===== config.mk =====
export PLATFORM = sky130hd
export DESIGN_NAME = framed_decimal_field_parser_core
export DESIGN_NICKNAME = d
export VERILOG_FILES = /design/src/rtl/fdfp_pkg.sv /design/src/rtl/fdfp_step.sv /design/src/rtl/framed_decimal_field_parser_core.sv
export SDC_FILE = /design/constraint.sdc
export NUM_CORES = 1
export LEC_CHECK = 0
export BUFFER_PORTS_ARGS = -buffer_cell sky130_fd_sc_hd__buf_4
export CORE_MARGIN = 2
export CORE_UTILIZATION = 50
export CTS_CLUSTER_DIAMETER = 120
export DETAILED_ROUTE_END_ITERATION = 8
export GPL_TIMING_DRIVEN = 0
export PLACE_DENSITY = 0.7
export RECOVER_POWER = 100
export SYNTH_ARGS = -nofsm -noshare
export SYNTH_HDL_FRONTEND = slang
export SYNTH_SLANG_ARGS = --single-unit

===== constraint.sdc =====
create_clock -name clk -period 5.4 [get_ports clk]
set_input_delay 0.54 -clock clk [delete_from_list [all_inputs] [get_ports clk]]
set_output_delay 0.54 -clock clk [all_outputs]
set_load 0.02 [all_outputs]

===== src/rtl/fdfp_pkg.sv =====
// Shared types and character constants for the framed decimal field parser.
// Depends on nothing; every other file of the block imports it.
package fdfp_pkg;

    // Characters that steer framing and field parsing.
    localparam logic [7:0] CHAR_DOLLAR = 8'h24;
    localparam logic [7:0] CHAR_COMMA  = 8'h2C;
    localparam logic [7:0] CHAR_AMP    = 8'h26;
    localparam logic [7:0] CHAR_PLUS   = 8'h2B;
    localparam logic [7:0] CHAR_MINUS  = 8'h2D;
    localparam logic [7:0] CHAR_ZERO   = 8'h30;
    localparam logic [7:0] CHAR_NINE   = 8'h39;
    localparam logic [7:0] CHAR_SPACE  = 8'h20;
    localparam logic [7:0] CHAR_TAB    = 8'h09;
    localparam logic [7:0] CHAR_CR     = 8'h0D;

    // Field positions; the position saturates at FIELD_LAST.
    localparam logic [2:0] FIELD_DISTANCE    = 3'd0;
    localparam logic [2:0] FIELD_DIRECTION   = 3'd1;
    localparam logic [2:0] FIELD_ORIENTATION = 3'd2;
    localparam logic [2:0] FIELD_LEAVING     = 3'd3;
    localparam logic [2:0] FIELD_LAST        = 3'd4;

    // Parse phase of the field in progress.
    typedef enum logic [1:0] {
        PH_SPACE  = 2'd0,
        PH_DIGITS = 2'd1,
        PH_STOP   = 2'd2
    } phase_t;

    // Complete parser state, carried between the state register and the step logic.
    typedef struct packed {
        logic       in_frame;
        logic [2:0] field_index;
        phase_t     phase;
        logic       negative;
        logic [7:0] accum;
        logic       any_nonzero;
        logic [7:0] distance;
        logic [7:0] direction;
        logic [7:0] orientation;
        logic       leaving;
    } parse_state_t;

endpackage


===== src/rtl/fdfp_step.sv =====
// Combinational update of the parser state for one received byte.
// Depends on fdfp_pkg for the state struct, phases and character codes.
module fdfp_step
    import fdfp_pkg::*;
(
    input  parse_state_t cur,
    input  logic [7:0]   rx_byte,
    output parse_state_t nxt,
    output logic         frame_done
);

    logic       is_blank;
    logic       is_sign;
    logic       is_digit;
    logic [7:0] digit;
    logic [7:0] accum_mac;
    logic [7:0] signed_val;

    // Character classes and the multiply-accumulate of one decimal digit.
    assign is_blank  = (rx_byte == CHAR_SPACE) ||
                       ((rx_byte >= CHAR_TAB) && (rx_byte <= CHAR_CR));
    assign is_sign   = (rx_byte == CHAR_PLUS) || (rx_byte == CHAR_MINUS);
    assign is_digit  = (rx_byte >= CHAR_ZERO) && (rx_byte <= CHAR_NINE);
    assign digit     = rx_byte - CHAR_ZERO;
    assign accum_mac = {cur.accum[4:0], 3'b000} + {cur.accum[6:0], 1'b0} + digit;
    assign signed_val = cur.negative ? (8'd0 - cur.accum) : cur.accum;

    // Framing, field close and character parsing.
    always_comb
    begin
        nxt        = cur;
        frame_done = 1'b0;
        if (rx_byte == CHAR_DOLLAR)
        begin
            nxt.in_frame = 1'b1;
        end
        else if (cur.in_frame)
        begin
            if ((rx_byte == CHAR_COMMA) || (rx_byte == CHAR_AMP))
            begin
                // Store the finished field at its position; later fields are dropped.
                priority if (cur.field_index == FIELD_DISTANCE)
                    nxt.distance = signed_val;
                else if (cur.field_index == FIELD_DIRECTION)
                    nxt.direction = signed_val;
                else if (cur.field_index == FIELD_ORIENTATION)
                    nxt.orientation = signed_val;
                else if (cur.field_index == FIELD_LEAVING)
                    nxt.leaving = cur.any_nonzero;
                else
                    nxt.leaving = cur.leaving;
                if (cur.field_index < FIELD_LAST)
                    nxt.field_index = cur.field_index + 3'd1;
                nxt.phase       = PH_SPACE;
                nxt.negative    = 1'b0;
                nxt.accum       = 8'd0;
                nxt.any_nonzero = 1'b0;
                if (rx_byte == CHAR_AMP)
                begin
                    frame_done      = 1'b1;
                    nxt.in_frame    = 1'b0;
                    nxt.field_index = FIELD_DISTANCE;
                end
            end
            else
            begin
                unique case (cur.phase)
                    PH_SPACE:
                    begin
                        // Skip blanks, take a sign, fall into digit parsing, or stop on any other byte.
                        if (is_blank)
                            nxt.phase = PH_SPACE;
                        else if (is_sign)
                        begin
                            nxt.negative = (rx_byte == CHAR_MINUS);
                            nxt.phase    = PH_DIGITS;
                        end
                        else if (is_digit)
                        begin
                            nxt.accum       = accum_mac;
                            nxt.any_nonzero = cur.any_nonzero || (digit != 8'd0);
                            nxt.phase       = PH_DIGITS;
                        end
                        else
                            nxt.phase = PH_STOP;
                    end
                    PH_DIGITS:
                    begin
                        if (is_digit)
                        begin
                            nxt.accum       = accum_mac;
                            nxt.any_nonzero = cur.any_nonzero || (digit != 8'd0);
                        end
                        else
                            nxt.phase = PH_STOP;
                    end
                    PH_STOP:
                    begin
                        nxt.phase = PH_STOP;
                    end
                    default:
                    begin
                        nxt.phase = cur.phase;
                    end
                endcase
            end
        end
    end

endmodule


===== src/rtl/framed_decimal_field_parser_core.sv =====
// Framed decimal field parser: top level with the input register, state and result register.
// Depends on fdfp_pkg and fdfp_step.
//
// Usage: one ASCII byte enters per beat on the input channel (in_valid, in_stall,
// rx_byte). Every byte gives exactly one result beat on the output channel
// (out_valid, out_stall, frame_done, distance, direction, orientation, leaving_flag),
// which shows the stored fields after that byte and flags a frame-closing '&'.
// A byte accepted into the input register is parsed from there into the state and
// result registers, which present its result. Throughput: one byte per cycle
// while the receiver does not stall; the parse of one byte is a single pass of
// the step logic between the input register and the state and result registers.
// When the receiver stalls, the result register holds its beat; in_stall rises
// at once if the input register holds a byte, else that register still takes
// one more byte first. Reset clears all parser state and stored fields to zero and
// empties both registers; the block is ready directly after reset.
module framed_decimal_field_parser_core
    import fdfp_pkg::*;
(
    input  logic              clk,
    input  logic              rst_n,
    input  logic              in_valid,
    output logic              in_stall,
    input  logic [7:0]        rx_byte,
    output logic              out_valid,
    input  logic              out_stall,
    output logic              frame_done,
    output logic [7:0]        distance,
    output logic signed [7:0] direction,
    output logic signed [7:0] orientation,
    output logic              leaving_flag
);

    logic         in_valid_reg;
    logic [7:0]   rx_byte_reg;
    parse_state_t state_reg;
    parse_state_t state_next;
    logic         done_next;
    logic         out_valid_reg;
    logic         done_reg;
    logic         slot_free;
    logic         advance;

    // Handshake: the parse step runs when the result slot is free or being emptied.
    assign slot_free = !out_valid_reg || !out_stall;
    assign advance   = in_valid_reg && slot_free;
    assign in_stall  = in_valid_reg && !slot_free;

    // Input register.
    always_ff @(posedge clk or negedge rst_n)
    begin
        if (!rst_n)
            in_valid_reg <= 1'b0;
        else if (!in_stall)
            in_valid_reg <= in_valid;
    end

    always_ff @(posedge clk)
    begin
        if (in_valid && !in_stall)
            rx_byte_reg <= rx_byte;
    end

    // Parse step for the registered byte.
    fdfp_step u_step (
        .cur        (state_reg),
        .rx_byte    (rx_byte_reg),
        .nxt        (state_next),
        .frame_done (done_next)
    );

    // Parser state and result register; the stored fields are read straight from state.
    always_ff @(posedge clk or negedge rst_n)
    begin
        if (!rst_n)
        begin
            state_reg     <= '0;
            out_valid_reg <= 1'b0;
            done_reg      <= 1'b0;
        end
        else
        begin
            if (advance)
            begin
                state_reg <= state_next;
                done_reg  <= done_next;
            end
            if (slot_free)
                out_valid_reg <= in_valid_reg;
        end
    end

    assign out_valid    = out_valid_reg;
    assign frame_done   = done_reg;
    assign distance     = state_reg.distance;
    assign direction    = $signed(state_reg.direction);
    assign orientation  = $signed(state_reg.orientation);
    assign leaving_flag = state_reg.leaving;

    // A parsed byte always lands in the result register.
    assert property (@(posedge clk) disable iff (!rst_n) advance |=> out_valid_reg)
        else $error("parsed byte did not produce a result beat");

    // A frame-done beat leaves the parser outside a frame at the first field.
    assert property (@(posedge clk) disable iff (!rst_n)
        (out_valid_reg && done_reg) |->
            (!state_reg.in_frame && (state_reg.field_index == FIELD_DISTANCE)))
        else $error("frame_done without frame reset");

    // The field position never passes its saturation point.
    assert property (@(posedge clk) disable iff (!rst_n) state_reg.field_index <= FIELD_LAST)
        else $error("field index out of range");

    // State only moves together with a new result beat.
    assert property (@(posedge clk) disable iff (!rst_n)
        !advance |=> (state_reg == $past(state_reg)))
        else $error("parser state changed without a parsed byte");

endmodule

==> results list <==
- Run status: complete, but fails checks
- The checks that failed: capacitance limit, slew limit.
- Post-DP HPWL: 4.30 mm
- Number of hold buffers added after cts: 0
- Maximum number of pins on one net before global-route repair: 45
* Synthesis-to-finish area growth: 10.6%
- The core region is 6030 um^2.
* Maximum vdd ir drop: 0.119 mV
- Number of iterations in the first detailed-routing pass: 4
- Internal power summed over all cells: 576 uW
- The initialized floorplan defines 28 standard-cell rows.
- After clock tree synthesis, the setup repair step added 0 buffers.
* Hold Fails Final Rpt: 0
* DR DRC count: 0
- Of all flip-flops after synthesis, the portion carrying an async set or reset was 84.6%.
- Die area: 6980 um^2
* Relative contribution of sequential cells to total power: 53.9%
- Mean Syn Cell Area: 11.2 um^2
* Fraction of met1 tracks used by global routing: 23.0%
- Mapped Nets: 320
* Fin crit share: 61.9%
* CTS Buf Count: 5
- Yosys mapped a number of flops with a built-in enable equal to 8.
- Kind of end point of the critical path: flop
- Worst setup margin: 2060 ps
- Summed over all layers, the global routing overflow is 0.
- Setup repair after global routing left no endpoint under its margin.
* Minimum clock period: 3340 ps
- Cell at the root of the clock tree: clkbuf_8
- Gate Count Post-Synth: 283
* Count of inserted antenna diode cells: 0
* Power consumption: 792 uW
- Worst slack at placement: 2910 ps
- Sequential area share after synthesis: 42.4%
* Fraction of final layout cells with drive strength greater than 1: 22.4%
* # port buffers: 39
- Cell total after placement: 397
- Power density over the cells: 227 nW/um^2
- Headroom to the max-slew limit: -51.7%
- Final routed wire length divided by cell count: 13.7 um
- Net switching share of the total power: 27.3%
* Critical path class: flop to flop
- Number of H-tree levels: 2
- Pin placement for this block handled 40 I/O pins.
* Post-Layout Inst Area: 3500 um^2
- FF+latch count, synth: 52
- Setup violations remaining at the end of the flow were counted as 0.
- Across every metal layer, demand over resource in global routing totals 17.4%.
* Comb power frac: 16.4%
* Vertical die dimension: 83.5 um
- At the pin with the least slew margin, the transition time is 2280 ps.
- For this run, the number of Yosys warnings is 0.
- Data required, critical path: 5600 ps
- Path type of the worst min-delay path: input pin to flop
* Crit path max fanout: 8
* Final Max Slew Viols: 45
- The most used flip-flop cell after synthesis is dfrtp_1.
* Initial Util: 52.5%
- Worst Min Path Start: in_valid
- Count of nets after finishing: 366
* Startpoint type of the worst setup path: flop
- Switch Pwr: 216 uW
* CTS max path bufs: 2
- Total vias in the final route: 2153
- Max Clk Rate: 299 MHz
* CTS sink count: 52
- Clock skew on the completed layout was measured at 11.5 ps.
- Once detail routing completed, the nets flagged for antenna violations numbered 0.
* Global-route wire length before repair: 9.85 mm
- Data on the critical path arrives at its endpoint at 3550 ps.
- After clock tree synthesis, the repair step resized 0 gates.
* Startpoint of the lowest-slack register-to-register path: rx_byte_reg[4]
- Global Route met2 Usage: 28.4%
- TritonCTS built the clock tree.
- Aggregate negative setup slack: 0 ps
- The tool flagged a number of max-cap violations equal to 1.
- Destination of the worst hold path: in_valid_reg
- Worst-path clk slew: 90 ps
- The register with the most flip-flops in the layout has 16 of them.
* Vias in the first global route: 2094
* Met3 global-route usage: 3.07%
- Total standard cell area after synthesis: 3160 um^2
- Area after DPL: 3550 um^2
- After synthesis, the netlist uses 51 different library cells.
- Fin cells: 405
* Routed wire length: 5.53 mm
- From left edge to right edge, the die measures 83.5 um.
* Hold Path Stages: 2
- Initial antenna violation count: 0
* Clock group share of total power: 29.7%
* Endpoint of the lowest-slack register-to-register path: orientation[5]
- For this design the static power due to leakage is 0.00169 uW.
* Clock insertion delay at the later pin of the skew report: 310 ps
- Vias per inst: 5.32
- The global routing stage identified its most utilized layer as met2.
- Register-to-register setup slack: 2060 ps
- Counting cells, the worst reg-to-reg path comes to 7.
* Number of violations reported at the end of detailed-routing iteration 0: 86
- The congestion estimate from routability-driven global placement came to 0.874.
power by group through the flow:
stage / clock, uW / combinational [uW] / sequential [uW]
after detailed placement: 0 / 133 / 436
after CTS: 244 / 135 / 428
after floorplan: 0 / 99.4 / 432
after global routing: 261 / 150 / 429
final: 235 / 130 / 427
after global placement: 0 / 130 / 434
worst max-delay path, cell delays in order, from the launching register on:
cell and delay, ps:
edfxtp_1 420, inv_1 150, ha_1 180, nor4b_1 840, nand4_1 300, nor3_1 500
nand3_1 450, mux2_2 410
per-layer routing:
metal,part of all wire (%),vias up,wire (um)
met3,4.3,13,237
met1,46,1032,2560
met4,2.1,0,116
met5,0,-,0
met2,47,45,2610
li1,-,1063,-
cells in the mapped netlist, types with 2 or more instances:
cell type | instances | area share, %
nand3_1 | 6 | 0.95
and2_1 | 2 | 0.40
o21a_1 | 2 | 0.47
edfxtp_1 | 8 | 7.6
clkbuf_1 | 5 | 0.59
nor4_1 | 2 | 0.40
o21ai_0 | 12 | 1.9
ha_1 | 20 | 7.9
buf_4 | 24 | 5.7
o211ai_1 | 2 | 0.47
nand2b_1 | 4 | 0.79
nand3b_1 | 2 | 0.47
a21o_1 | 2 | 0.47
a22o_1 | 8 | 2.2
inv_1 | 20 | 2.4
nor3_1 | 3 | 0.47
nor2_1 | 6 | 0.71
and3_1 | 2 | 0.40
a21boi_0 | 2 | 0.47
a21oi_1 | 8 | 1.3
dfrtp_1 | 44 | 35
xnor2_1 | 16 | 4.4
mux2_2 | 26 | 9.3
a31oi_1 | 2 | 0.40
a211oi_1 | 2 | 0.47
nor2b_1 | 2 | 0.40
o2111ai_1 | 2 | 0.55
mux2i_1 | 2 | 0.63
fa_1 | 5 | 3.2
clkbuf_8 | 2 | 0.87
o31ai_1 | 3 | 0.71
nand2_1 | 17 | 2.0
or3b_2 | 2 | 0.55
layout make-up:
| cell class | count | area (um^2) |
|---|---|---|
| fillers | 534 | 2530 |
| inverters | 20 | 75.1 |
| clock inverters | 2 | 12.5 |
| repair buffers | 39 | 184 |
| clock buffers | 6 | 82.6 |
| well taps | 75 | 93.8 |
| plain buffers | 31 | 226 |
| multi-input cells | 180 | 1480 |
| flip-flops and latches | 52 | 1340 |
placed cells by master (no fill, tap or decap), types with 3 or more instances in the layout:
master    netlist  layout
nand3_1         6       7
a21oi_1         8       8
clkbuf_8        2       8
nor2_1          6       6
o21ai_0        12      12
ha_1           20      20
edfxtp_1        8       8
clkbuf_1        5      34
buf_4          24      26
clkbuf_4        0       8
dfrtp_1        44      44
inv_1          20      20
mux2_2         26      26
a22o_1          8       8
fa_1            5       5
nor3_1          3       4
nand2_1        17      18
xnor2_1        16      16
nand3b_1        2       3
nand2b_1        4       4
o31ai_1         3       3
worst max path at each step:
stage,endpoint,slack [ps],startpoint,cells past startpoint
finish,orientation[5],2060,rx_byte_reg[4],7
global route,orientation[2],1800,rx_byte_reg[4],7
CTS,state_reg[33],2870,rx_byte_reg[3],10
detailed placement,state_reg[33],2910,rx_byte_reg[3],10
global placement,state_reg[33],2930,rx_byte_reg[3],10
floorplan,state_reg[33],3120,rx_byte_reg[3],10
metrics by stage:
stage | util (%) | hold WS (ps)
3_3_place_gp | 58.9 | 482
2_1_floorplan | - | 244
5_1_grt | 58.0 | 411
3_5_place_dp | 58.9 | 482
4_1_cts | 60.5 | 231
6_report | 58.0 | 422
cell families (layout without fill, tap and decap cells):
kind of cell             Yosys count  in the layout  synth area share, %
multiplexers                      28             28                 9.89
XOR/XNOR                          17             17                 4.71
buffers and inverters             51             98                 9.54
AND/OR/NAND/NOR                   59             59                 11.2
AO/OA/AOI/OAI                     51             51                 11.2
flip-flops                        52             52                 42.4
adder cells (fa/ha/maj)           25             25                 11.1
(Power assumes the default switching activity.)
